<file path="src/sv/ddl_pkg.sv">
package ddl_pkg;

   localparam int unsigned KEPT_LIMIT_DEF = 1024;

   localparam int unsigned DIM_W      = 15;
   localparam int unsigned FIT_NUM_W  = 2 * DIM_W;
   localparam int unsigned BOX_NUM_W  = 62;
   localparam int unsigned CSR_IDX_W  = 3;
   localparam int unsigned CSR_DATA_W = 17;

   // Queue depth between front and back; must be a power of two.
   localparam int unsigned QDEPTH = 2;

   localparam logic [CSR_IDX_W-1:0] CSR_THRESHOLD      = 3'd0;
   localparam logic [CSR_IDX_W-1:0] CSR_IMAGE_WIDTH    = 3'd1;
   localparam logic [CSR_IDX_W-1:0] CSR_IMAGE_HEIGHT   = 3'd2;
   localparam logic [CSR_IDX_W-1:0] CSR_NETWORK_WIDTH  = 3'd3;
   localparam logic [CSR_IDX_W-1:0] CSR_NETWORK_HEIGHT = 3'd4;
   localparam logic [CSR_IDX_W-1:0] CSR_RELATIVE       = 3'd5;
   localparam logic [CSR_IDX_W-1:0] CSR_NUM_CLASSES    = 3'd6;

   localparam logic [1:0] KIND_BOX   = 2'd0;
   localparam logic [1:0] KIND_PROB  = 2'd1;
   localparam logic [1:0] KIND_COUNT = 2'd2;

   typedef enum logic [1:0] {
      OP_NONE  = 2'd0,
      OP_COORD = 2'd1,
      OP_BOX   = 2'd2,
      OP_CLASS = 2'd3
   } ddl_op_code_type;

   typedef struct packed {
      logic signed [31:0] value;
      logic               frame_last;
   } ddl_req_type;

   typedef struct packed {
      logic [1:0]         kind;
      logic [9:0]         det_index;
      logic [7:0]         class_index;
      logic signed [31:0] box_x;
      logic signed [31:0] box_y;
      logic signed [31:0] box_w;
      logic signed [31:0] box_h;
      logic signed [31:0] objectness;
      logic signed [31:0] probability;
      logic [10:0]        det_count;
      logic               last;
   } ddl_rsp_type;

   typedef struct packed {
      logic [16:0]      threshold;
      logic [DIM_W-1:0] image_width;
      logic [DIM_W-1:0] image_height;
      logic [DIM_W-1:0] network_width;
      logic [DIM_W-1:0] network_height;
      logic             relative_coords;
      logic [7:0]       num_classes;
   } ddl_cfg_type;

   typedef struct packed {
      ddl_op_code_type    op;
      logic [1:0]         coord_idx;
      logic signed [31:0] value;
      logic               frame_last;
      logic [9:0]         det_index;
      logic [7:0]         class_index;
      logic [10:0]        count;
   } ddl_op_type;

   function automatic logic [DIM_W-1:0] nz15(input logic [DIM_W-1:0] v);
      return (v == '0) ? DIM_W'(1) : v;
   endfunction

endpackage

</file>
<file path="src/sv/ddl_front.sv">
module ddl_front #(
   parameter int unsigned MaxBoxes = ddl_pkg::KEPT_LIMIT_DEF,
   parameter int unsigned CntW     = $clog2(MaxBoxes + 1)
) (
   input  logic                 clock,
   input  logic                 reset,
   input  ddl_pkg::ddl_cfg_type cfg,
   input  logic                 fit_busy,
   input  logic                 req_valid,
   output logic                 req_stall,
   input  ddl_pkg::ddl_req_type req_data,
   output logic                 q_valid,
   input  logic                 q_pop,
   output ddl_pkg::ddl_op_type  q_data
);
   import ddl_pkg::*;

   localparam int unsigned PtrW  = $clog2(QDEPTH);
   localparam int unsigned FillW = $clog2(QDEPTH + 1);

   logic [8:0]       pos_ff, pos_in;
   logic             keep_ff, keep_in;
   logic [CntW-1:0]  cnt_ff, cnt_in;
   logic [PtrW-1:0]  wr_ptr_ff, wr_ptr_in;
   logic [PtrW-1:0]  rd_ptr_ff, rd_ptr_in;
   logic [FillW-1:0] fill_ff, fill_in;
   ddl_op_type       q_mem_ff [QDEPTH];
   ddl_op_type       op;
   logic             accept;
   logic             push;
   logic             above;
   logic             keep_new;
   logic [CntW-1:0]  cnt_after;

   always_comb begin
      accept    = req_valid && !req_stall;
      above     = $signed({req_data.value[31], req_data.value}) >
                  $signed({16'b0, cfg.threshold});
      keep_new  = above && (cnt_ff < CntW'(MaxBoxes));
      cnt_after = cnt_ff;
      pos_in    = pos_ff;
      keep_in   = keep_ff;

      op.op          = OP_NONE;
      op.coord_idx   = pos_ff[1:0];
      op.value       = req_data.value;
      op.frame_last  = req_data.frame_last;
      op.det_index   = 10'(cnt_ff);
      op.class_index = 8'(pos_ff - 9'd5);

      if (pos_ff < 9'd4) begin
         op.op = OP_COORD;
      end else if (pos_ff == 9'd4) begin
         keep_in = keep_new;
         if (keep_new) begin
            op.op     = OP_BOX;
            cnt_after = cnt_ff + CntW'(1);
         end
      end else if (keep_ff) begin
         op.op        = OP_CLASS;
         op.det_index = 10'(cnt_ff - CntW'(1));
      end
      op.count = 11'(cnt_after);

      // An entry closes once its position reaches the last class word.
      if (pos_ff >= 9'd4 + {1'b0, cfg.num_classes}) begin
         pos_in  = '0;
         keep_in = 1'b0;
      end else begin
         pos_in = pos_ff + 9'd1;
      end
      cnt_in = cnt_after;
      if (req_data.frame_last) begin
         pos_in  = '0;
         keep_in = 1'b0;
         cnt_in  = '0;
      end

      push      = accept && ((op.op != OP_NONE) || req_data.frame_last);
      wr_ptr_in = push ? wr_ptr_ff + PtrW'(1) : wr_ptr_ff;
      rd_ptr_in = q_pop ? rd_ptr_ff + PtrW'(1) : rd_ptr_ff;
      fill_in   = fill_ff + FillW'(push) - FillW'(q_pop);
   end

   always_ff @(posedge clock) begin
      if (reset) begin
         pos_ff    <= '0;
         keep_ff   <= 1'b0;
         cnt_ff    <= '0;
         wr_ptr_ff <= '0;
         rd_ptr_ff <= '0;
         fill_ff   <= '0;
      end else begin
         if (accept) begin
            pos_ff  <= pos_in;
            keep_ff <= keep_in;
            cnt_ff  <= cnt_in;
         end
         wr_ptr_ff <= wr_ptr_in;
         rd_ptr_ff <= rd_ptr_in;
         fill_ff   <= fill_in;
      end
   end

   always_ff @(posedge clock) begin
      if (push) begin
         q_mem_ff[wr_ptr_ff] <= op;
      end
   end

   assign req_stall = (fill_ff == FillW'(QDEPTH)) || fit_busy;
   assign q_valid   = fill_ff != '0;
   assign q_data    = q_mem_ff[rd_ptr_ff];
endmodule

</file>
<file path="config.mk">
export PLATFORM = sky130hd
export DESIGN_NAME = ddl_front
export DESIGN_NICKNAME = d
export VERILOG_FILES = /design/src/sv/ddl_pkg.sv /design/src/sv/ddl_front.sv
export SDC_FILE = /design/constraint.sdc
export NUM_CORES = 1
export LEC_CHECK = 0
export BUFFER_PORTS_ARGS = -buffer_cell sky130_fd_sc_hd__clkbuf_2
export CAP_MARGIN = 10
export CORE_MARGIN = 8
export CORE_UTILIZATION = 55
export CTS_BUF_LIST = sky130_fd_sc_hd__clkbuf_4
export DETAILED_ROUTE_END_ITERATION = 10
export HOLD_SLACK_MARGIN = 0.06
export PLACE_DENSITY = 0.93
export SLEW_MARGIN = 15
export SYNTH_ARGS = -nofsm -noshare
export SYNTH_HDL_FRONTEND = slang
export SYNTH_SLANG_ARGS = --single-unit
</file>
<file path="constraint.sdc">
create_clock -name clock -period 12.3 [get_ports clock]
set_input_delay 1.845 -clock clock [delete_from_list [all_inputs] [get_ports clock]]
set_output_delay 1.845 -clock clock [all_outputs]
set_load 0.05 [all_outputs]
</file>
-- Yosys cells after proc, flatten, opt, wreduce, memory -nomap -nowiden
Memories as Yosys holds them, arrays and structs flattened. A register that Yosys moved wholly into a read port is not among the register bits.
Index checks and enable logic that the tools add are counted.
- memories: 1
- flip-flop bits (word level): 25
- RAM bits: 132
- latch bits: 0
- input bits: 124
- memory bits (read-only): 0
- logic and storage cells: 54
- bitwise logic cells: 0
- $add $sub $neg: 9
- $lt $le $gt $ge: 4
- reductions and logical operators: 10
- shifts and indexed selects: 0
- multiplexer cells: 21
- div/mod/pow operators: 0
- equality and inequality tests: 3
- $mul: 0
- memories (name ; depth ; width ; read ports ; clocked after memory_dff ; write ports ; line ; RTL):
    q_mem_ff ; 2 ; 66 ; 1 ; 1 ; 1 ; ddl_front.sv:27 ; ddl_op_type q_mem_ff [QDEPTH];
- operators by type and width (operator ; count):
    two-way mux 11 bit ; 4
    > comparator 32 x 18 -> 1 bit ; 1
    two-way mux 10 bit ; 3
    two-way mux 9 bit ; 2
    adder 11 x 1 -> 11 bit, second input constant ; 1
    less-than comparator 11 bit, second input constant ; 1
    subtractor 10 x 1 -> 10 bit, second input constant ; 1
    adder 3 x 8 -> 9 bit, first input constant ; 1
    adder 9 x 1 -> 9 bit, second input constant ; 1
    equality test 9 x 3 -> 1 bit, second input constant ; 1
    greater-or-equal comparator 9 bit ; 1
    less-than comparator 9 x 3 -> 1 bit, second input constant ; 1
    two-way mux 1 bit ; 8
    two-way mux 2 bit ; 4
    subtractor 8 x 3 -> 8 bit, second input constant ; 1
    nonzero test 2 bit ; 2
    logical AND 1 bit ; 3
    inequality test 3 x 2 -> 1 bit, second input constant ; 1
    AND reduction 3 bit ; 1
    nonzero test 3 bit ; 1
    adder 1 bit, second input constant ; 2
    adder 2 x 1 -> 2 bit ; 1
    equality test 2 bit, second input constant ; 1
    logical OR 1 bit ; 2
    other kinds (2) ; 2

-- Depth between registers and ports, before layout
Gate-level depths: netlist (run 1).
- depth after elaboration: 10
- mapped depth: 14
- depth with buffers taken out: 14

-- Worst setup path before layout (run 1)
Ideal clock, no wire load.
- path kind: input -> register
- start point: input cfg[84] in the netlist's numbering
- end point: memory q_mem_ff[0][0] in the netlist's numbering (enable)
- required time: 11.810 ns
- stages on the path: 9
- setup time: 0.490 ns
- arrival time: 6.167 ns
- path slack: 5.643 ns
- cells stage by stage: inv_1 -> ha_1 -> nand4_1 -> or3_1 -> a21oi_1 -> o41a_1 -> o21a_1 -> o31ai_2 -> nor2_1
- longest elaborated chain between the ends: 10
- ends and longest elaborated chain (what ; line ; RTL):
    start: declaration ; ddl_front.sv:7 ; input ddl_pkg::ddl_cfg_type cfg,
    > comparator 32 x 18 -> 1 bit ; ddl_front.sv:37 ; above = $signed({req_data.value[31], req_data.value}) >
    logical AND 1 bit ; ddl_front.sv:39 ; keep_new = above && (cnt_ff < CntW'(MaxBoxes));
    two-way mux 2 bit ; ddl_front.sv:55 ; if (keep_new) begin
    two-way mux 2 bit ; ddl_front.sv:53 ; end else if (pos_ff == 9'd4) begin
    two-way mux 2 bit ; ddl_front.sv:51 ; if (pos_ff < 9'd4) begin
    nonzero test 2 bit ; ddl_front.sv:79 ; push = accept && ((op.op != OP_NONE) || req_data.frame_last);
    logical OR 1 bit ; ddl_front.sv:79 ;
    logical AND 1 bit ; ddl_front.sv:79 ;
    two-way mux 1 bit ; ddl_front.sv:106 ; if (push) begin
    two-way mux 1 bit (implied by the code) ; ddl_front.sv:107 ; q_mem_ff[wr_ptr_ff] <= op;
    end: declaration ; ddl_front.sv:27 ;
No other way between the ends.

-- Final worst setup path (run 1)
- start point: input cfg[84] in the netlist's numbering
- end point: register fill_ff[1]
- longest elaborated chain between the ends: 10
- ends and longest elaborated chain (what ; line ; RTL):
    > comparator 32 x 18 -> 1 bit ; ddl_front.sv:37 ;
    logical AND 1 bit ; ddl_front.sv:39 ;
    two-way mux 2 bit ; ddl_front.sv:55 ;
    two-way mux 2 bit ; ddl_front.sv:53 ;
    two-way mux 2 bit ; ddl_front.sv:51 ;
    nonzero test 2 bit ; ddl_front.sv:79 ;
    logical OR 1 bit ; ddl_front.sv:79 ;
    logical AND 1 bit ; ddl_front.sv:79 ;
    adder 2 x 1 -> 2 bit ; ddl_front.sv:82 ; fill_in = fill_ff + FillW'(push) - FillW'(q_pop);
    subtractor 2 x 1 -> 2 bit ; ddl_front.sv:82 ;
    end signal: assignment ; ddl_front.sv:101 ; fill_ff <= fill_in;
    end: declaration ; ddl_front.sv:26 ; logic [FillW-1:0] fill_ff, fill_in;
No other way between the ends.
A chain may end at the register's enable or synchronous reset.

==> results of run 1 <==
[Yosys cell counts, types with 3 or more instances]
cell type	n	area, µm²
a21o_1	3	22.5
a21oi_1	20	100
a22o_1	3	26.3
a31oi_1	9	56.3
and2_1	3	18.8
and3_1	5	31.3
buf_1	4	15.0
clkbuf_1	16	60.1
dfxtp_1	26	521
edfxtp_1	132	3960
ha_1	34	425
inv_1	34	128
mux2_2	67	754
nand2_1	27	101
nand2b_1	9	56.3
nand3_1	10	50.1
nand4_1	7	43.8
nor2_1	21	78.8
nor2b_1	5	31.3
nor3_1	9	45.0
nor4_1	8	50.1
o2111ai_1	3	26.3
o21ai_0	15	75.1
or3_1	5	31.3
or4_1	5	37.5
xnor2_1	19	166
xor2_1	12	105
[registers in the layout (all words and copies together), names as in the netlist, named ones only]
signal	flops
rd_ptr_ff	1
q_mem_ff	132
pos_ff	9
cnt_ff	11
keep_ff	1
wr_ptr_ff	1
fill_ff	2
[critical path: cells and delay by family]
family	cells	cell delay [ns]
adder cells (fa/ha/maj)	3	0.82
buffers and inverters	3	0.20
AO/OA/AOI/OAI	2	0.79
XOR/XNOR	2	0.34
AND/OR/NAND/NOR	5	1.53
[per-layer routing]
metal / wire [µm] / GRT usage [%]
met1: 6320 / 20.8
met2: 8280 / 32.3
met3: 1090 / 5.98
met4: 366 / 8.36
met5: 0 / 0
[power groups by stage]
stage	combinational (W)	clock, W	sequential, W
2_1_floorplan	0.000155	0	0.000623
3_3_place_gp	0.000206	0	0.000622
3_5_place_dp	0.000211	0	0.000624
4_1_cts	0.000212	0.000341	0.000612
5_1_grt	0.000223	0.000361	0.000614
6_report	0.000210	0.000334	0.000612
[cell families after synthesis]
logic type	after synthesis
buffers and inverters	58
flip-flops	158
multiplexers	67
AO/OA/AOI/OAI	73
adder cells (fa/ha/maj)	34
XOR/XNOR	31
AND/OR/NAND/NOR	125
[through the flow]
stage / setup slack [ns] / std cells / total power [W] / instance area (µm²) / util [%]
after CTS: 7.21 / 864 / 0.00117 / 8450 / 64.4
after global routing: 6.99 / 864 / 0.00120 / 8450 / 64.4
after floorplan: 5.64 / 546 / 0.000778 / 7330 / -
after global placement: 6.73 / 832 / 0.000828 / 8140 / 62.0
after detailed placement: 6.63 / 832 / 0.000835 / 8140 / 62.0
final: 7.20 / 864 / 0.00116 / 8450 / 64.4
[cell type report]
| cell class | count | area [µm²] | area share [%] |
|---|---|---|---|
| Sequential cell | 158 | 4490 | 53.1 |
| Clock buffer | 22 | 165 | 1.95 |
| Inverter | 34 | 128 | 1.51 |
| Timing Repair Buffer | 134 | 681 | 8.05 |
| Multi-Input combinational cell | 330 | 2630 | 31.1 |
| Tap cell | 176 | 220 | 2.60 |
| Clock inverter | 10 | 146 | 1.73 |
[layout by cell type, fill, tap and decap left out, drive strengths merged, types with 3 or more instances in the layout]
master	n
a21oi	20
o21ai	16
a22o	3
nor4b	3
and2	3
nor4	8
xnor2	19
a21o	3
mux2	67
and3	5
or4	6
nand2	27
nor3	10
bufinv	4
nand2b	9
o2111ai	3
dfxtp	26
ha	34
edfxtp	132
buf	4
clkbuf	152
clkinv	6
or3	5
inv	34
a31oi	9
nand4	7
nand3	10
nor2b	5
nor2	21
xor2	12
[how the worst max path moves through the flow]
| stage | from | to | slack, ns |
|---|---|---|---|
| final | cfg[84] | fill_ff[1] | 7.20 |
| after global routing | cfg[84] | fill_ff[1] | 6.99 |
| after CTS | cfg[84] | fill_ff[1] | 7.21 |
| after detailed placement | cfg[84] | fill_ff[1] | 6.63 |
| after global placement | cfg[84] | fill_ff[1] | 6.73 |
| after floorplan | cfg[84] | q_mem_ff[0][0] | 5.64 |
==> results.yml, run 1 <==
min_path:
  hold_depth: 1
  min_path_type: "reg -> reg"
  holdCritStartpoint: "pos_ff[8]"
  holdPathEnd: "pos_ff[8]"
worst_setup_path:
  rr_startpoint: "pos_ff[5]"
  cp_cell_sequence: "clkbuf_2 > inv_1 > ha_1 > nand4_1 > or3_1 > nor4_1 > nor4b_2 > o21a_1 > o31ai_2 > ha_1 > inv_1 > ha_1 > xor2_1 > xnor2_1 > nor2_1"
  r2r_cells: 8
  end_kind: "flop"
  start_kind: "primary input"
  crit_top_cell: "ha_1"
  worst-setup-path-type: "in -> reg"
  cp_max_fo: 6
  crit_slowest_cell: "nor4_1"
  arrival_ns: 5.53
  cp_slowest_stage_delay_ns: 0.67
  rr_endpoint: "q_mem_ff[1][44]"
  crit_required_ns: 12.73
  r2r_slack_ns: 8.50
placed_design:
  gp_congestion: 0.871
  dp_hpwl_um: 11700
  io_buffers: 130
layout:
  antennaDiodeCount: 0
  syn2layout_area_growth_pct: 15.3
  nFillCells: 942
  drive_above_1_share_pct: 34.9
  nNetsFinal: 833
global_routing:
  grt_pass1_wl_um: 25900
  grt_use_total_pct: 18.7
  grt_pass1_vias: 5111
  grt_max_degree: 67
  gr-total-overflow: 0
  antenna_found_initial: 0
synth:
  synth_flop_cell: "edfxtp_1"
  synth_mux_area_share_pct: 10.3
  synthAdderAreaFrac_pct: 5.80
  ys_types: 52
  syn-num-nets: 704
  synth_cells: 546
  synth_compound_area_share_pct: 6.57
  synth_seq_area_share_pct: 61.1
  synth-edff-count: 132
  synth_top_family_by_area: "multiplexers"
  ys_warn_count: 0
  syn-cell-area_um2: 7330
  async_reset_ff_share_pct: 0
  syn_area_per_cell_um2: 13.4
  synth-xor-area-share_pct: 3.70
  yosys.area_share.simple_pct: 9.28
  ys_seq_elements: 158
sta:
  rsz0062_at_grt: "no"
  period_minus_slack_ns: 5.10
  finalClockSkew_ns: 0.0178
  max_freq_mhz: 196
  finalMaxSlewViolations: 0
  setup_violations: 0
  slew_headroom_pct: 38.4
  tns_ns: 0
  holdWs_ns: 0.531
  hold_viol: 0
  worst_pin_slew_ns: 0.924
  finalCritPeriodShare_pct: 41.5
routing:
  drt_iter0_markers: 499
  via_count: 4888
  routed_via_density: 5.66
  drtAntennaViolNets: 0
  drc: 0
  first_pass_iters: 5
  route.detailed.wl_per_inst_um: 18.6
  drt-total-wl_um: 16100
power_and_ir_drop:
  p_switching_w: 0.000322
  ir_worst_vdd_mv: 0.0714
  p_int_w: 0.000834
  power_leakage_nw: 3.23
  combinationalPowerShare_pct: 18.2
  clkPwrFrac_pct: 28.9
  seqPwrFrac_pct: 53.0
  netSwitchingFraction_pct: 27.8
  power_density_nw_per_um2: 137
clocking:
  clk_latency_ns: 0.55
  cts_hold_buf: 0
  clk_pin_slew_worst_paths_ns: 0.12
  cts_sinks: 158
  clk_path_buf_depth: 2
  htree_levels: 4
  cts_resized: 0
  cts_setup_buffers: 0
  cts_made_buffers: 17
  root_buffer: "clkbuf_4"
  cts_tree: "yes"
run_status:
  status: "complete, no violations"
floorplan:
  core_area_um2: 13100
  placementRows: 42
  die_w_um: 131
  initial_core_util_pct: 55.8
  io_pins: 192
  dieArea_um2: 17300
  die_y_um: 131
run:
  cap_violations: 0
Note: power is estimated with default switching activity, not from simulation.
==> run 2, diff against run 1 <==
--- a/config.mk
+++ b/config.mk
@@ -8,11 +8,11 @@
 export BUFFER_PORTS_ARGS = -buffer_cell sky130_fd_sc_hd__clkbuf_2
 export CAP_MARGIN = 10
 export CORE_MARGIN = 8
-export CORE_UTILIZATION = 55
+export CORE_UTILIZATION = 50
 export CTS_BUF_LIST = sky130_fd_sc_hd__clkbuf_4
 export DETAILED_ROUTE_END_ITERATION = 10
 export HOLD_SLACK_MARGIN = 0.06
-export PLACE_DENSITY = 0.93
+export PLACE_DENSITY = 0.89
 export SLEW_MARGIN = 15
 export SYNTH_ARGS = -nofsm -noshare
 export SYNTH_HDL_FRONTEND = slang
==> constraint.sdc (replaced) <==
create_clock -name clock -period 4.25 [get_ports clock]
set_input_delay 0.6375 -clock clock [delete_from_list [all_inputs] [get_ports clock]]
set_output_delay 0.6375 -clock clock [all_outputs]
set_load 0.05 [all_outputs]
==> run 2 against run 1 <==
- cell count increased by 1.4%
- die area increased by 8.8%
- critical endpoint is now q_mem_ff[0][16]
- critical path depth fell by 7
- worst hold slack lost 0.25 ns
- sequential share of layout area is 0.15 points lower
- routed wire length decreased by 2.5%
- clock power grew to 2.6 times the previous value
==> results.yml, run 2 (same netlist as run 1, synthesis figures left out) <==
worst_setup_path:
  start_kind: "flop"
  end_kind: "flop"
  crit_required_ns: 4.50
  worst-setup-path-type: "reg -> reg"
  arrival_ns: 3.86
  cp_max_fo: 35
routing:
  first_pass_iters: 5
  drtAntennaViolNets: 0
  drt-total-wl_um: 15700
  routed_via_density: 5.50
  drt_iter0_markers: 338
  via_count: 4816
  drc: 0
  route.detailed.wl_per_inst_um: 17.9
floorplan:
  core_area_um2: 14400
  die_y_um: 137
  dieArea_um2: 18800
  io_pins: 192
  placementRows: 44
  die_w_um: 137
  initial_core_util_pct: 50.8
layout:
  syn2layout_area_growth_pct: 15.6
  mostFrequentLayoutCells: "132 x edfxtp_1, 130 x clkbuf_2, 67 x mux2_2"
  nNetsFinal: 839
  antennaDiodeCount: 0
  stdcell_area_um2: 8480
  largest_reg_flops: 132
  drive_above_1_share_pct: 35.1
  reg_top3: "q_mem_ff: 132 flops, cnt_ff: 11 flops, pos_ff: 9 flops"
  fin_util_pct: 58.8
  final_common_cell: "edfxtp_1"
  regMostFlops: "q_mem_ff"
clocking:
  cts_made_buffers: 17
  clk_pin_slew_worst_paths_ns: 0.12
  cts_tree: "yes"
  root_buffer: "clkbuf_4"
  cts_setup_buffers: 0
  htree_levels: 4
  clk_latency_ns: 0.56
  cts_hold_buf: 0
  clk_path_buf_depth: 2
  cts_sinks: 158
  cts_resized: 0
sta:
  slew_headroom_pct: 29.1
  finalCritPeriodShare_pct: 85.0
  hold_viol: 0
  worst_pin_slew_ns: 1.06
  setup_violations: 0
  rsz0062_at_grt: "no"
  period_minus_slack_ns: 3.61
  finalClockSkew_ns: 0.0130
  max_freq_mhz: 277
  finalMaxSlewViolations: 0
placed_design:
  dpl_cell_area_um2: 8210
  gp_congestion: 0.834
  dp_hpwl_um: 11700
  io_buffers: 130
global_routing:
  grt_pass1_wl_um: 24700
  grt_max_degree: 51
  gr-total-overflow: 0
  grt_use_total_pct: 16.9
  grt_pass1_vias: 4932
  antenna_found_initial: 0
power_and_ir_drop:
  finalPower_w: 0.00325
  power_density_nw_per_um2: 384
  ir_worst_vdd_mv: 0.172
  power_leakage_nw: 3.24
run_status:
  status: "complete, no violations"
min_path:
  min_path_type: "in -> reg"
run:
  cap_violations: 0
[run 2: cell types whose count changed in the layout (fill, tap and decap cells not counted), sizes merged]
cell	delta
buf	+6
clkbuf	-3
clkinv	+2
bufinv	-1
[run 2: layout make-up]
class,instances,area [µm²]
Clock buffer,19,143
Inverter,34,128
Clock inverter,11,125
Fill cell,1138,5950
Sequential cell,158,4490
Tap cell,184,230
Multi-Input combinational cell,330,2630
Timing Repair Buffer,140,738
[run 2: metrics by stage]
step | instances | TNS [ns] | hold WS [ns] | worst slack, ns
CTS | 876 | 0 | 0.243 | 0.605
global placement | 846 | 0 | 0.486 | 0.223
global route | 876 | 0 | 0.235 | 0.334
detailed placement | 846 | 0 | 0.490 | 0.128
floorplan | 546 | -13.17 | 0.456 | -0.0998
finish | 876 | 0 | 0.278 | 0.639
[run 2: path summary, 6_finish.rpt]
check | start | to | slack, ns | depth (start not counted)
worst max-delay path | pos_ff[5] | q_mem_ff[0][16] | 0.64 | 8
worst min register to register | keep_ff | keep_ff | 0.53 | 1
worst min-delay path | req_data[30] | q_mem_ff[0][59] | 0.28 | 1
worst max register to register | pos_ff[5] | q_mem_ff[0][16] | 0.64 | 8
[run 2: routing by layer]
metal | global-route usage, % | vias to the layer above | wire length (µm)
met3 | 5.51 | 19 | 1370
met4 | 5.73 | 0 | 197
met2 | 28.2 | 177 | 7610
met1 | 20.3 | 2307 | 6480
met5 | 0 | - | 0
li1 | - | 2313 | -
[run 2: report_power, final]
group	leakage, nW	switching (W)	internal, W
combinational	1.70	0.000424	0.000178
sequential	1.39	0.0000298	0.00175
clock	0.152	0.000471	0.000403
[run 2: critical path: stages, from the launching register on]
cell and delay, ns:
dfxtp_1 0.42, or4_4 0.58, nor3_4 0.15, and3_1 0.20, nor4b_2 0.28, o21a_1 0.31, o31ai_2 0.12, nor2_4 0.81
buf_4 0.41
