==> src/sv/ddl_pkg.sv <==
package ddl_pkg;

   localparam int unsigned KEPT_LIMIT_DEF = 1024;

   localparam int unsigned DIM_W      = 15;
   localparam int unsigned FIT_NUM_W  = 2 * DIM_W;
   localparam int unsigned BOX_NUM_W  = 62;
   localparam int unsigned CSR_IDX_W  = 3;
   localparam int unsigned CSR_DATA_W = 17;

   // Queue depth between front and back; must be a power of two.
   localparam int unsigned QDEPTH = 2;

   localparam logic [CSR_IDX_W-1:0] CSR_THRESHOLD      = 3'd0;
   localparam logic [CSR_IDX_W-1:0] CSR_IMAGE_WIDTH    = 3'd1;
   localparam logic [CSR_IDX_W-1:0] CSR_IMAGE_HEIGHT   = 3'd2;
   localparam logic [CSR_IDX_W-1:0] CSR_NETWORK_WIDTH  = 3'd3;
   localparam logic [CSR_IDX_W-1:0] CSR_NETWORK_HEIGHT = 3'd4;
   localparam logic [CSR_IDX_W-1:0] CSR_RELATIVE       = 3'd5;
   localparam logic [CSR_IDX_W-1:0] CSR_NUM_CLASSES    = 3'd6;

   localparam logic [1:0] KIND_BOX   = 2'd0;
   localparam logic [1:0] KIND_PROB  = 2'd1;
   localparam logic [1:0] KIND_COUNT = 2'd2;

   typedef enum logic [1:0] {
      OP_NONE  = 2'd0,
      OP_COORD = 2'd1,
      OP_BOX   = 2'd2,
      OP_CLASS = 2'd3
   } ddl_op_code_type;

   typedef struct packed {
      logic signed [31:0] value;
      logic               frame_last;
   } ddl_req_type;

   typedef struct packed {
      logic [1:0]         kind;
      logic [9:0]         det_index;
      logic [7:0]         class_index;
      logic signed [31:0] box_x;
      logic signed [31:0] box_y;
      logic signed [31:0] box_w;
      logic signed [31:0] box_h;
      logic signed [31:0] objectness;
      logic signed [31:0] probability;
      logic [10:0]        det_count;
      logic               last;
   } ddl_rsp_type;

   typedef struct packed {
      logic [16:0]      threshold;
      logic [DIM_W-1:0] image_width;
      logic [DIM_W-1:0] image_height;
      logic [DIM_W-1:0] network_width;
      logic [DIM_W-1:0] network_height;
      logic             relative_coords;
      logic [7:0]       num_classes;
   } ddl_cfg_type;

   typedef struct packed {
      ddl_op_code_type    op;
      logic [1:0]         coord_idx;
      logic signed [31:0] value;
      logic               frame_last;
      logic [9:0]         det_index;
      logic [7:0]         class_index;
      logic [10:0]        count;
   } ddl_op_type;

   function automatic logic [DIM_W-1:0] nz15(input logic [DIM_W-1:0] v);
      return (v == '0) ? DIM_W'(1) : v;
   endfunction

endpackage

==> src/sv/ddl_div.sv <==
module ddl_div #(
   parameter int unsigned NumW = 30,
   parameter int unsigned DenW = 15
) (
   input  logic            clock,
   input  logic            reset,
   input  logic            start,
   input  logic [NumW-1:0] num,
   input  logic [DenW-1:0] den,
   output logic            done,
   output logic [NumW-1:0] quot,
   output logic [DenW-1:0] rem
);
   localparam int unsigned CntW = $clog2(NumW + 1);

   logic            busy_ff, busy_in;
   logic            done_ff, done_in;
   logic [CntW-1:0] cnt_ff, cnt_in;
   logic [NumW-1:0] num_ff, num_in;
   logic [DenW-1:0] rem_ff, rem_in;
   logic [DenW-1:0] den_ff, den_in;
   logic [DenW:0]   trial;
   logic [DenW:0]   diff;
   logic            ge;

   // Restoring division, one quotient bit per cycle; quotient bits shift into num_ff.
   always_comb begin
      trial   = {rem_ff, num_ff[NumW-1]};
      diff    = trial - {1'b0, den_ff};
      ge      = trial >= {1'b0, den_ff};
      busy_in = busy_ff;
      done_in = 1'b0;
      cnt_in  = cnt_ff;
      num_in  = num_ff;
      rem_in  = rem_ff;
      den_in  = den_ff;
      if (start) begin
         busy_in = 1'b1;
         cnt_in  = CntW'(NumW);
         num_in  = num;
         rem_in  = '0;
         den_in  = den;
      end else if (busy_ff) begin
         num_in = {num_ff[NumW-2:0], ge};
         rem_in = ge ? diff[DenW-1:0] : trial[DenW-1:0];
         cnt_in = cnt_ff - CntW'(1);
         if (cnt_ff == CntW'(1)) begin
            busy_in = 1'b0;
            done_in = 1'b1;
         end
      end
   end

   always_ff @(posedge clock) begin
      if (reset) begin
         busy_ff <= 1'b0;
         done_ff <= 1'b0;
         cnt_ff  <= '0;
      end else begin
         busy_ff <= busy_in;
         done_ff <= done_in;
         cnt_ff  <= cnt_in;
      end
   end

   always_ff @(posedge clock) begin
      num_ff <= num_in;
      rem_ff <= rem_in;
      den_ff <= den_in;
   end

   assign done = done_ff;
   assign quot = num_ff;
   assign rem  = rem_ff;
endmodule

==> src/sv/ddl_fit.sv <==
module ddl_fit (
   input  logic                           clock,
   input  logic                           reset,
   input  logic                           start,
   input  ddl_pkg::ddl_cfg_type           cfg,
   output logic                           busy,
   output logic [ddl_pkg::DIM_W-1:0]      fit_w,
   output logic [ddl_pkg::DIM_W-1:0]      fit_h
);
   import ddl_pkg::*;

   typedef enum logic [3:0] {
      FS_IDLE = 4'b0001,
      FS_MUL  = 4'b0010,
      FS_CMP  = 4'b0100,
      FS_DIV  = 4'b1000
   } fit_state_type;

   fit_state_type        state_ff, state_in;
   logic [FIT_NUM_W-1:0] pa_ff, pa_in;
   logic [FIT_NUM_W-1:0] pb_ff, pb_in;
   logic                 less_ff, less_in;
   logic [DIM_W-1:0]     fw_ff, fw_in;
   logic [DIM_W-1:0]     fh_ff, fh_in;
   logic [DIM_W-1:0]     iw, ih, nw, nh;
   logic                 div_start;
   logic [FIT_NUM_W-1:0] div_num;
   logic [DIM_W-1:0]     div_den;
   logic                 div_done;
   logic [FIT_NUM_W-1:0] div_quot;

   always_comb begin
      iw        = nz15(cfg.image_width);
      ih        = nz15(cfg.image_height);
      nw        = nz15(cfg.network_width);
      nh        = nz15(cfg.network_height);
      state_in  = state_ff;
      pa_in     = pa_ff;
      pb_in     = pb_ff;
      less_in   = less_ff;
      fw_in     = fw_ff;
      fh_in     = fh_ff;
      div_start = 1'b0;
      div_num   = less_in ? pa_ff : pb_ff;
      div_den   = less_in ? iw : ih;
      unique case (state_ff)
         FS_IDLE: begin
         end
         FS_MUL: begin
            pa_in    = FIT_NUM_W'(nw) * FIT_NUM_W'(ih);
            pb_in    = FIT_NUM_W'(nh) * FIT_NUM_W'(iw);
            state_in = FS_CMP;
         end
         FS_CMP: begin
            less_in   = pa_ff < pb_ff;
            div_start = 1'b1;
            div_num   = less_in ? pa_ff : pb_ff;
            div_den   = less_in ? iw : ih;
            if (less_in) begin
               fw_in = nw;
            end else begin
               fh_in = nh;
            end
            state_in = FS_DIV;
         end
         FS_DIV: begin
            if (div_done) begin
               if (less_ff) begin
                  fh_in = nz15(div_quot[DIM_W-1:0]);
               end else begin
                  fw_in = nz15(div_quot[DIM_W-1:0]);
               end
               state_in = FS_IDLE;
            end
         end
         default: state_in = FS_IDLE;
      endcase
      if (start) begin
         state_in = FS_MUL;
      end
   end

   always_ff @(posedge clock) begin
      if (reset) begin
         state_ff <= FS_MUL;
      end else begin
         state_ff <= state_in;
      end
   end

   always_ff @(posedge clock) begin
      pa_ff   <= pa_in;
      pb_ff   <= pb_in;
      less_ff <= less_in;
      fw_ff   <= fw_in;
      fh_ff   <= fh_in;
   end

   ddl_div #(
      .NumW(FIT_NUM_W),
      .DenW(DIM_W)
   ) u_div (
      .clock (clock),
      .reset (reset),
      .start (div_start),
      .num   (div_num),
      .den   (div_den),
      .done  (div_done),
      .quot  (div_quot),
      .rem   ()
   );

   assign busy  = state_ff != FS_IDLE;
   assign fit_w = fw_ff;
   assign fit_h = fh_ff;
endmodule

==> config.mk <==
export PLATFORM = sky130hd
export DESIGN_NAME = ddl_fit
export DESIGN_NICKNAME = d
export VERILOG_FILES = /design/src/sv/ddl_pkg.sv /design/src/sv/ddl_div.sv /design/src/sv/ddl_fit.sv
export SDC_FILE = /design/constraint.sdc
export NUM_CORES = 1
export LEC_CHECK = 0
export BUFFER_PORTS_ARGS = -buffer_cell sky130_fd_sc_hd__buf_2
export CORE_MARGIN = 2
export CORE_UTILIZATION = 45
export DETAILED_ROUTE_END_ITERATION = 10
export GPL_ROUTABILITY_DRIVEN = 0
export SLEW_MARGIN = 25
export SYNTH_ARGS = -nofsm -noshare
export SYNTH_HDL_FRONTEND = slang
export SYNTH_SLANG_ARGS = --single-unit
==> constraint.sdc <==
create_clock -name clock -period 13.6 [get_ports clock]
set_input_delay 0 -clock clock [delete_from_list [all_inputs] [get_ports clock]]
set_output_delay 0 -clock clock [all_outputs]
set_load 0.01 [all_outputs]
======== Word-level counts from Yosys, hierarchy flattened ========
Cells that the tools add are included.
word-level totals
  logic and storage cells ................. 76
  input port bits ......................... 89
  register bits ........................... 162
operators by class
  multiply operators ...................... 2
  muxes and demuxes ....................... 31
  reductions and logical operators ........ 13
  equality and inequality tests ........... 11
  order comparisons ....................... 2
  bitwise logic cells ..................... 2
  add/sub/neg operators ................... 2
operators with widths
  operator                                                                 count
  15-bit 2-to-1 mux                                                        15
  30-bit 2-to-1 mux                                                        5
  15-bit zero test                                                         5
  15-bit by 15-bit multiplier with 30-bit output                           2
  15-bit one-hot mux with 2 select lines                                   2
  30-bit < comparator                                                      1
  16-bit by 15-bit greater-or-equal comparator with 1-bit output           1
  4-bit one-hot mux with 4 select lines                                    1
  15-bit subtractor                                                        1
  5-bit 2-to-1 mux                                                         2
  2-bit inequality test, second input constant                             4
  4-bit AND reduction                                                      2
  5-bit by 1-bit == test with 1-bit output, second input constant          1
  1-bit 2-to-1 mux                                                         5
  5-bit by 1-bit subtractor with 5-bit output, second input constant       1
  4-bit by 1-bit == test with 1-bit output, second input constant          1
  4-bit by 2-bit == test with 1-bit output, second input constant          1
  4-bit by 3-bit == test with 1-bit output, second input constant          1
  4-bit == test, second input constant                                     1
  4-bit 2-to-1 mux                                                         1
  4-bit by 1-bit inequality test with 1-bit output, second input constant  1
  2-bit nonzero test                                                       2
  2-bit OR reduction                                                       2
  3-bit OR reduction                                                       1
  other kinds (3)                                                          4

======== Depth between registers and ports, before layout ========
Gate-level depths: netlist of run 1.
  depth after elaboration ................. 5
  depth in mapped cells ................... 25
  depth with buffers taken out ............ 23

======== Hierarchy ========
From an unflattened synthesis of run 1, not the netlist that was laid out.
unflattened totals
  cells, all modules ...................... 2462
  area total of the unflattened synthesis .. 23588.9 µm²
modules (own cells, without submodules)
  module   cells an instance  instances  area an instance (µm²)  sequential area each (µm²)
  ddl_fit  2143               1          20054.2                 2812.7
  ddl_div  319                1          3534.6                  1791.7

======== Least setup slack after synthesis of run 1 ========
No wires, ideal clock.
  path kind ............................... register -> register
  from .................................... reg state_ff[2]
  to ...................................... reg pa_ff[0], enable pin
  period minus slack after synthesis ...... 7.348 ns
  arrival time ............................ 6.694 ns
  slack ................................... 6.252 ns
  library setup time ...................... 0.653 ns
  data required time ...................... 12.947 ns
  stages on the path, launching flop included .. 2
  buffers on the path ..................... 0
  cell sequence ........................... dfxtp_1 -> nor4b_1
on the way
  longest elaborated chain between the ends .. 1
ends and longest elaborated chain
  item                                      line           text
  start: declaration                        ddl_fit.sv:19  fit_state_type state_ff, state_in;
  start signal: assignment                  ddl_fit.sv:87  state_ff <= state_in;
  4-bit by 2-bit == test with 1-bit output  ddl_fit.sv:46  unique case (state_ff)
  end signal: assignment                    ddl_fit.sv:92  pa_ff <= pa_in;
  end: declaration                          ddl_fit.sv:20  logic [FIT_NUM_W-1:0] pa_ff, pa_in;
Every way passes these cells.
A chain may end at the register's enable or synchronous reset.

======== Worst setup path after layout of run 1 ========
  from .................................... in cfg[47] (netlist name)
  to ...................................... reg pa_ff[29], data pin
on the way
  longest elaborated chain between the ends .. 3
ends and longest elaborated chain
  item                                                line           text
  start: declaration                                  ddl_fit.sv:5   input ddl_pkg::ddl_cfg_type cfg,
  15-bit zero test                                    ddl_pkg.sv:73  return (v == '0) ? DIM_W'(1) : v;
  15-bit 2-to-1 mux (*)                               ddl_pkg.sv:73
  15-bit by 15-bit multiplier with 30-bit output (*)  ddl_fit.sv:50  pa_in = FIT_NUM_W'(nw) * FIT_NUM_W'(ih);
Mark *: on every way between the ends. The rest lies on a longest branch, timed or not.

==> run metrics, run 1 <==
TritonCTS clock tree=built; headroom to the max-slew limit=0.437; overall routed net length=between 60,000 and 70,000 µm; Worst Setup End Kind=flop; dominant combinational cell family by area after synthesis=adder cells; synthesized-area fraction occupied by ao, oa, aoi and oai cells=0.0768; DIE AREA=53,000 µm²; clock root buffer=sky130_fd_sc_hd__clkbuf_16; part of the cycle the worst path needs=0.491; area share of the largest cell type after synthesis=0.291; detailed router's first-iteration violation count=1,008; leakage power figure=0.0120 µW; number of nets still failing antenna checks after routing=0; clock tree buffer depth=2; worst hold-check path type=primary input to flop; CP required=~14 ns; met3 Use GR=0.0366; largest cells by area after synthesis=sky130_fd_sc_hd__fa_1 (29%), sky130_fd_sc_hd__edfxtp_1 (18%), sky130_fd_sc_hd__ha_1 (13%), sky130_fd_sc_hd__inv_1 (7.2%), sky130_fd_sc_hd__and2_1 (6.0%); Critical-path top delay cell=sky130_fd_sc_hd__a311oi_1; largest net degree at the start of global routing=73; count of endpoints failing hold in the final timing report=0; die boundary height=230 µm; startpoint kind of the worst setup timing path=primary input; filler instances=approximately 4,700; share of flip-flops with an asynchronous set or reset after synthesis=0; initial cell density of the core=0.457; Worst-Skew Late Latency=0.45 ns; number of synthesized register bits=162; GRT overflow=0; sequential fraction of the synthesis area=0.200; ant diodes=0; max_cap viols=0; clock slew at the register clock pins of the worst setup and hold paths=0.07 ns; buffering stage count on the worst path with inverters included=8; DRC viols=0; WS Path Type=primary input to flop; final critical delay including setup and external delays=between 6 and 7 ns; Port Buffer Count=93; most frequent cells after synthesis=sky130_fd_sc_hd__inv_1 (439), sky130_fd_sc_hd__fa_1 (335), sky130_fd_sc_hd__nand2_1 (329), sky130_fd_sc_hd__ha_1 (234), sky130_fd_sc_hd__and2_1 (221); cell count after synthesis=2,424; highest clock frequency the design can meet=between 100 and 150 MHz; via count of the first global-routing pass=18,200; Adder-Cell Fraction of Synth Area=0.418; signal arrival time at the worst endpoint=between 6 and 7 ns; fraction of layout cells with a size suffix above 1=0.0639; post-synthesis xor/xnor area fraction=0.0243; worst clock skew=0.0115 ns; average footprint of a synthesized cell=9.50 µm²; final core area utilization=0.490; Syn. warnings=0; proportion of synthesized area in mux cells=0.0270; total clock buffers created by CTS=17; Final HPWL DP=approximately 47,000 µm; sum of negative setup slack=0 ns; routed via count=17,000; Pwr per Cell Area=261 nW/µm²; met1 demand-to-capacity share in global routing=0.323; post-synth design cell area=23,000 µm²; number of placement rows=between 80 and 90; total global routing track utilization=0.239; cell with the most instances after synthesis=sky130_fd_sc_hd__inv_1; global route hottest layer=met2; status=complete, no violations; global-route track usage on met2=0.396; unrepaired setup endpoints after global routing=false; max incr delay on CP=0.73 ns; Chip Width=230 µm; Synth Area in Simple Gates=0.166; biggest area consumer among synthesized cells=sky130_fd_sc_hd__fa_1; peak fanout along the critical path=17; global-route wire length before repair=98,900 µm; Floorplan Core Area=50,400 µm²; clock sink count=162; Final Max Tran Viols=0; post-synthesis net count=3,082; IO Count=120; # resized after CTS=0; combined flip-flop and latch cell area=4600 µm²; area occupied by multi-input gates=16,400 µm²; DR vias/cell=5.42; first-pass iteration count of the detailed router=5; number of enable-type register cells in the synthesized netlist=between 100 and 150; Layout Area Growth over Synthesis=7.30%; count of different cell masters after synthesis=67; average wire length per cell after detail routing=19.3 µm; Worst-Margin Slew=around 0.84 ns; final setup vio count=0; Max IR drop VDD=~0.00032 V; initial antenna violation count=5; most used flip-flop cell after synthesis=sky130_fd_sc_hd__edfxtp_1; CTS H-tree depth=4; final net count=roughly 3,100; kind of cell adding the most delay to the critical path=adder cells
==> worst paths after layout <==
check / depth (start not counted) / endpoint / startpoint / slack (ns)
setup / recovery: 25 / pa_ff[29] / cfg[47] / 6.92
setup reg to reg: 8 / u_div.quot[12] / pa_ff[13] / 10.45
hold / removal: 3 / fit_w[8] / cfg[32] / 0.1
hold reg to reg: 2 / u_div.rem[14] / u_div.rem[14] / 0.47
==> per-stage QoR <==
step                worst slack, ns  instance area [µm²]  power (µW)  hold slack [ns]  instances
floorplan                      6.25                23000        4650           0.0761       2424
global placement               6.57                24100        5900            0.198       3111
detailed placement             6.58                24100        5930            0.203       3111
CTS                            7.02                24700        6490           0.0705       3146
global route                   6.47                24700        7160            0.102       3146
finish                         6.92                24700        6460           0.0981       3146
==> cell usage in the layout, fill, tap and decap left out, types with 26 or more instances in the layout <==
| cell | synthesis | layout |
|---|---|---|
| sky130_fd_sc_hd__inv_1 | 439 | 439 |
| sky130_fd_sc_hd__fa_1 | 335 | 335 |
| sky130_fd_sc_hd__nand2_1 | 329 | 329 |
| sky130_fd_sc_hd__ha_1 | 234 | 234 |
| sky130_fd_sc_hd__and2_1 | 221 | 221 |
| sky130_fd_sc_hd__edfxtp_1 | 136 | 136 |
| sky130_fd_sc_hd__buf_2 | 1 | 93 |
| sky130_fd_sc_hd__a21oi_1 | 79 | 79 |
| sky130_fd_sc_hd__o21ai_0 | 80 | 78 |
| sky130_fd_sc_hd__nor2b_1 | 59 | 59 |
| sky130_fd_sc_hd__nor2_1 | 47 | 47 |
| sky130_fd_sc_hd__xnor2_1 | 47 | 47 |
| sky130_fd_sc_hd__mux2i_1 | 44 | 44 |
| sky130_fd_sc_hd__a21o_1 | 28 | 28 |
| sky130_fd_sc_hd__dfxtp_1 | 26 | 26 |
==> kinds of logic after synthesis <==
family,Yosys count
AOI/OAI and AO/OA,281
xor gates and xnor gates,64
adders and majority gates,569
buffers and inverters,529
DFF,162
muxes,60
and+or+nand+nor,759
==> registers in the layout, summed over array words and instances (netlist names) <==
register,cells
u_div.done,1
u_div.quot,30
fit_w,15
u_div.cnt_ff,5
u_div.busy_ff,1
state_ff,4
pb_ff,30
pa_ff,30
u_div.den_ff,15
less_ff,1
fit_h,15
u_div.rem,15
==> area by class of cell <==
cell class / instances / area share
clock buffer: 17 / 0.0172
clock inverter: 15 / 0.00658
inverter: 440 / 0.0668
multi-input combinational: 1733 / 0.666
sequential: 162 / 0.186
tap: 672 / 0.0340
timing repair buffer: 107 / 0.0234
==> timing repair <==
action / in CTS / in global routing
hold endpoints to repair: 11 / 0
hold buffers: 3 / 0
buffers inserted: 0 / 0
==> worst register-to-register path, cell delays in order (launching register included) <==
cell,delay (ns)
sky130_fd_sc_hd__edfxtp_1,0.48
sky130_fd_sc_hd__ha_1,0.37
sky130_fd_sc_hd__a21oi_1,0.15
sky130_fd_sc_hd__o21ai_0,0.15
sky130_fd_sc_hd__a221o_1,0.42
sky130_fd_sc_hd__a211oi_4,0.37
sky130_fd_sc_hd__buf_4,0.54
sky130_fd_sc_hd__mux2i_1,0.28
sky130_fd_sc_hd__o21ai_0,0.12
==> per-layer routing <==
| metal | vias to the layer above | routed length, µm |
|---|---|---|
| met1 | 8564 | 26500 |
| li1 | 7806 | - |
| met2 | 580 | 28600 |
| met4 | 0 | 1730 |
| met3 | 99 | 3970 |
| met5 | - | 0 |
==> report_power, final <==
part           internal [µW]  total (µW)  switching (µW)
combinational           2030        5010            2980
sequential               879         964            85.2
clock                    246         484             238
total                   3150        6460            3300
(Power assumes the default switching activity.)
==> run 2, diff against run 1 <==
- ABC_AREA: default -> 1
- clock period: 13.6 -> 6.4 ns (I/O delays scaled with it)
==> run 2 against run 1 <==
Worst hold slack got worse by 0.015 ns. Largest cell class unchanged. Die area increased by 6.2%. Combinational power rose by 120%. Area after synthesis grew 6.3%. Critical path type unchanged. Clock skew is 0.0021 ns higher. Largest power group unchanged.
==> run metrics, run 2 <==
post-synthesis net count=3,807; WS Path Type=primary input to flop; Worst-Margin Slew=0.984 ns; most used cells in the layout excluding fill and tap cells=sky130_fd_sc_hd__inv_1 (810), sky130_fd_sc_hd__nand2_1 (783), sky130_fd_sc_hd__fa_1 (335), sky130_fd_sc_hd__ha_1 (234), sky130_fd_sc_hd__nand3_1 (175); startpoint kind of the worst setup timing path=primary input; number of nets still failing antenna checks after routing=0; average footprint of a synthesized cell=7.77 µm²; total clock buffers created by CTS=17; die boundary height=237 µm; CP Launch Point=cfg[60]; post-synth design cell area=24,500 µm²; Floorplan Core Area=about 54,000 µm²; DR vias/cell=roughly 5.2; worst clock skew=around 0.014 ns; worst hold-check path type=primary input to flop; number of post-CTS setup repair buffers=0; worst hold margin=0.0836 ns; post-layout worst setup margin=0.723 ns; R2R Setup Slk=between 2 and 3 ns; number of enable-type register cells in the synthesized netlist=approximately 140; final net count=3,836; via count of the first global-routing pass=21,200; Worst-Skew Late Latency=0.45 ns; most frequent cells after synthesis=sky130_fd_sc_hd__inv_1 (811), sky130_fd_sc_hd__nand2_1 (783), sky130_fd_sc_hd__fa_1 (335), sky130_fd_sc_hd__ha_1 (234), sky130_fd_sc_hd__nand3_1 (175); part of the cycle the worst path needs=0.887; count of different cell masters after synthesis=41; r2r worst-path depth=10; cell count after synthesis=~3,100; total global routing track utilization=0.247; area share of the largest cell type after synthesis=0.274; Setup crit end=pb_ff[26]; unrepaired setup endpoints after global routing=false; signal arrival time at the worst endpoint=5.88 ns; number of placement rows=85; share of flip-flops with an asynchronous set or reset after synthesis=0; fraction of layout cells with a size suffix above 1=0.0611; clock tree buffer depth=2; cell with the most instances after synthesis=sky130_fd_sc_hd__inv_1; leakage power figure=roughly 0.015 µW; Chip Width=237 µm; Port Buffer Count=93; IO Count=120; sum of negative setup slack=0 ns; final critical delay including setup and external delays=5.68 ns; CP required=6.61 ns; Syn. warnings=0; routed via count=about 20,000; sequential fraction of the synthesis area=0.188; Max IR drop VDD=0.000389 V; clock root buffer=sky130_fd_sc_hd__clkbuf_16; Final Max Tran Viols=0; highest clock frequency the design can meet=176 MHz; most used flip-flop cell after synthesis=sky130_fd_sc_hd__edfxtp_1; DRC viols=0; average wire length per cell after detail routing=17.4 µm; peak fanout along the critical path=15; final core area utilization=0.488; initial antenna violation count=2; initial cell density of the core=0.455; clock sink count=approximately 160; clock slew at the register clock pins of the worst setup and hold paths=0.08 ns; count of endpoints failing hold in the final timing report=0; GRT overflow=0; DP Worst Slack=0.371 ns; Layout Area Growth over Synthesis=7.33%; Final HPWL DP=54,800 µm; Final Instance Count excl. Fillers=roughly 3,900; headroom to the max-slew limit=0.344; Worst Setup End Kind=flop; status=complete, no violations; largest net degree at the start of global routing=roughly 110; biggest area consumer among synthesized cells=sky130_fd_sc_hd__fa_1; first-pass iteration count of the detailed router=5; number of synthesized register bits=approximately 160; R2R Path Start=pa_ff[25]; TritonCTS clock tree=built; final setup vio count=0; overall routed net length=67,500 µm; global-route wire length before repair=~110,000 µm; CTS H-tree depth=4; max_cap viols=0; Pwr per Cell Area=544 nW/µm²; leading cell type in the layout, fill and taps excluded=sky130_fd_sc_hd__inv_1; largest cells by area after synthesis=sky130_fd_sc_hd__fa_1 (27%), sky130_fd_sc_hd__edfxtp_1 (17%), sky130_fd_sc_hd__inv_1 (12%), sky130_fd_sc_hd__nand2_1 (12%), sky130_fd_sc_hd__ha_1 (12%); DIE AREA=56,300 µm²; Reg-to-Reg End=fit_w[13]; detailed router's first-iteration violation count=between 1,000 and 1,500; DP Cell Count=3,853
-- run 2: cell families after synthesis --
logic type | count (synthesis) | synth area share
AOI/OAI and AO/OA | 210 | 0.0465
DFF | 162 | 0.188
buffers and inverters | 950 | 0.148
adders and majority gates | 569 | 0.394
xor gates and xnor gates | 48 | 0.0172
and+or+nand+nor | 1210 | 0.207
-- run 2: worst max-delay path: stages --
cell and delay (ns):
sky130_fd_sc_hd__buf_2 0.31, sky130_fd_sc_hd__inv_1 0.27, sky130_fd_sc_hd__nand4_1 0.16, sky130_fd_sc_hd__nor2_1 0.06, sky130_fd_sc_hd__a21oi_2 0.13, sky130_fd_sc_hd__buf_4 0.26
sky130_fd_sc_hd__nor2_1 0.10, sky130_fd_sc_hd__fa_1 0.56, sky130_fd_sc_hd__inv_1 0.07, sky130_fd_sc_hd__fa_1 0.54, sky130_fd_sc_hd__inv_1 0.06, sky130_fd_sc_hd__fa_1 0.48
sky130_fd_sc_hd__fa_1 0.50, sky130_fd_sc_hd__fa_1 0.49, sky130_fd_sc_hd__inv_1 0.05, sky130_fd_sc_hd__fa_1 0.47, sky130_fd_sc_hd__inv_1 0.04, sky130_fd_sc_hd__ha_1 0.35
sky130_fd_sc_hd__nand2_1 0.12, sky130_fd_sc_hd__nor2_1 0.21, sky130_fd_sc_hd__inv_1 0.09, sky130_fd_sc_hd__nor2_1 0.09, sky130_fd_sc_hd__nand2_1 0.05, sky130_fd_sc_hd__nand2_1 0.18
sky130_fd_sc_hd__nand2_1 0.11, sky130_fd_sc_hd__nand4_1 0.08, sky130_fd_sc_hd__nand2_1 0.05
-- run 2: layout make-up --
cell class                 count  area [µm²]
sequential                   162        4600
fill                        5260       27500
tap                          696         871
timing repair buffer         145         873
inverter                     815        3060
clock buffer                  17         425
antenna                        1        2.50
multi-input combinational   2037       16300
clock inverter                15         168
-- run 2: what timing repair did --
action,4_1_cts,5_1_grt
hold buffers,2,0
hold endpoints to repair,11,0
resized for setup,0,0
-- run 2: where the power goes --
part	switching, µW	internal [µW]	leakage [µW]
combinational	7090	4100	0.0130
clock	492	523	0.000286
sequential	188	1890	0.00150
total	7770	6520	0.0148
-- run 2: through the flow --
step / instance area [µm²] / power [µW]
after floorplan: 24500 / 10400
after global placement: 25600 / 13100
after detailed placement: 25700 / 13100
after CTS: 26300 / 14300
after global routing: 26300 / 16000
final: 26300 / 14300
-- run 2: per-layer routing --
layer / up-vias / global-route usage / wire [µm]
met1: 9879 / 0.317 / 28200
met4: 2 / 0.0898 / 2320
met3: 134 / 0.0365 / 4560
met5: - / 0 / 16
li1: 9544 / - / -
met2: 718 / 0.425 / 32400
-- run 2: worst min path at each step --
stage | start | end | slack (ns) | cells after the start
6_report | cfg[42] | u_div.den_ff[3] | 0.08 | 5
5_1_grt | cfg[34] | fit_w[10] | 0.09 | 3
4_1_cts | cfg[42] | u_div.den_ff[3] | 0.05 | 5
3_5_place_dp | reset | u_div.busy_ff | 0.29 | 2
3_3_place_gp | reset | u_div.busy_ff | 0.28 | 2
2_1_floorplan | start | state_ff[1] | 0.14 | 1
==> run 3, diff against run 2 <==
- RECOVER_POWER: default -> 25
==> run 3 against run 2 <==
The flow now finishes with violations (capacitance limit, slew limit). Sequential cell count did not move. Wire length hardly changed. Combinational power about the same. Power hardly changed. Critical path type unchanged. Highest routed layer unchanged.
==> run metrics, run 3 (synthesis gave the netlist of run 2 again) <==
clock root buffer=sky130_fd_sc_hd__clkbuf_16; DRC viols=0; Layout Area Growth over Synthesis=7.03%; peak fanout along the critical path=16; number of post-CTS setup repair buffers=0; R2R Path Start=pa_ff[25]; initial antenna violation count=2; clock sink count=162; CTS H-tree depth=4; status=complete, but fails checks; worst clock skew=0.0148 ns; leading cell type in the layout, fill and taps excluded=sky130_fd_sc_hd__inv_1; total power=between 10,000 and 15,000 µW; first-pass iteration count of the detailed router=6; number of nets still failing antenna checks after routing=0; final critical delay including setup and external delays=5.72 ns; TritonCTS clock tree=built; startpoint of the lowest-slack hold path=cfg[42]; final setup vio count=0; signal arrival time at the worst endpoint=5.93 ns; most used cells in the layout excluding fill and tap cells=sky130_fd_sc_hd__inv_1 (812), sky130_fd_sc_hd__nand2_1 (783), sky130_fd_sc_hd__fa_1 (335), sky130_fd_sc_hd__ha_1 (234), sky130_fd_sc_hd__nand3_1 (175); # resized after CTS=0; headroom to the max-slew limit=-1.19; Pwr per Cell Area=546 nW/µm²; Port Buffer Count=93; part of the cycle the worst path needs=0.894; ant diodes=0; die boundary height=237 µm; highest clock frequency the design can meet=175 MHz; failing checks=capacitance limit, slew limit; average wire length per cell after detail routing=17.3 µm; overall routed net length=67,400 µm; Floorplan Core Area=53,800 µm²; count of endpoints failing hold in the final timing report=0; Worst-Margin Slew=3.29 ns; DR vias/cell=about 5.2; Final HPWL DP=between 50,000 and 60,000 µm; initial cell density of the core=0.455; global-route wire length before repair=110,000 µm; Final Max Tran Viols=147; clock slew at the register clock pins of the worst setup and hold paths=~0.080 ns; DIE AREA=56,300 µm²; CP Launch Point=cfg[31]; GRT overflow=0; WS Path Type=primary input to flop; max_cap viols=4; startpoint kind of the worst setup timing path=primary input; worst hold-check path type=primary input to flop; final net count=3,836; via count of the first global-routing pass=21,200; fraction of layout cells with a size suffix above 1=0.0476; IO Count=120; worst hold margin=0.0742 ns; CP required=6.61 ns; unrepaired setup endpoints after global routing=false; total clock buffers created by CTS=17; sum of negative setup slack=0 ns; Worst Setup End Kind=flop; leakage power figure=0.0147 µW; total global routing track utilization=0.247; clock tree buffer depth=2; final core area utilization=0.487; Worst-Skew Late Latency=between 0.4 and 0.5 ns; routed via count=20,300; detailed router's first-iteration violation count=1,442; Max IR drop VDD=0.000392 V; largest net degree at the start of global routing=106; number of placement rows=85; Chip Width=237 µm
[run 3: changes by cell type in the layout (fill, tap and decap cells not counted), sizes merged]
cell,before,now
diode,1,0
buf,143,107
clkbuf,17,53
inv,822,820
clkinv,7,9
[run 3: timing repair]
action / 4_1_cts / 5_1_grt
setup endpoints to repair: 0 / 0
hold endpoints to repair: 11 / 0
hold buffers: 2 / 0
[run 3: worst paths after layout]
kind	depth (start not counted)	slack [ns]	endpoint
min reg2reg	2	0.47	u_div.rem[8]
min	5	0.07	u_div.den_ff[3]
max	24	0.68	pa_ff[25]
max reg2reg	10	2.88	fit_w[7]
[run 3: area by class of cell]
type / instances / area (µm²)
Tap cell: 696 / 871
Fill cell: 5290 / 27600
Timing Repair Buffer: 145 / 821
Inverter: 815 / 3060
Sequential cell: 162 / 4600
Multi-Input combinational cell: 2037 / 16200
Clock buffer: 17 / 425
Clock inverter: 15 / 168
[run 3: power by group]
part	switching (µW)	total, µW	internal [µW]
clock	492	1010	523
sequential	187	2080	1900
combinational	7100	11200	4100
[run 3: critical path, stage by stage]
cell and delay, ns:
sky130_fd_sc_hd__clkbuf_1 0.72, sky130_fd_sc_hd__nor4_1 0.14, sky130_fd_sc_hd__nand4_1 0.13, sky130_fd_sc_hd__nand2_1 0.19, sky130_fd_sc_hd__inv_1 0.50, sky130_fd_sc_hd__nor2_1 0.09, sky130_fd_sc_hd__ha_1 0.21, sky130_fd_sc_hd__inv_1 0.07
sky130_fd_sc_hd__fa_1 0.42, sky130_fd_sc_hd__inv_1 0.08, sky130_fd_sc_hd__fa_1 0.43, sky130_fd_sc_hd__fa_1 0.47, sky130_fd_sc_hd__fa_1 0.51, sky130_fd_sc_hd__inv_1 0.06, sky130_fd_sc_hd__fa_1 0.49, sky130_fd_sc_hd__inv_1 0.05
sky130_fd_sc_hd__ha_1 0.35, sky130_fd_sc_hd__nand2_1 0.14, sky130_fd_sc_hd__nor2_1 0.18, sky130_fd_sc_hd__inv_1 0.11, sky130_fd_sc_hd__nor3_1 0.22, sky130_fd_sc_hd__nand3_1 0.17, sky130_fd_sc_hd__nand4_1 0.12, sky130_fd_sc_hd__nand2_1 0.06
[run 3: layer usage]
metal  global-route usage  routed length, µm  part of all wire  up-vias
li1                     -                  -                 -     9536
met1                0.317              28300              0.42     9899
met2                0.425              32400              0.48      724
met3               0.0365               4390             0.065      135
met4               0.0898               2290             0.034        2
met5                    0                 16           0.00024        -
[run 3: through the flow]
stage	instance area (µm²)	worst slack [ns]	std cells
2_1_floorplan	24500	0.818	3149
3_3_place_gp	25600	0.429	3853
3_5_place_dp	25700	0.371	3853
4_1_cts	26300	0.846	3887
5_1_grt	26200	0.404	3887
6_report	26200	0.677	3887
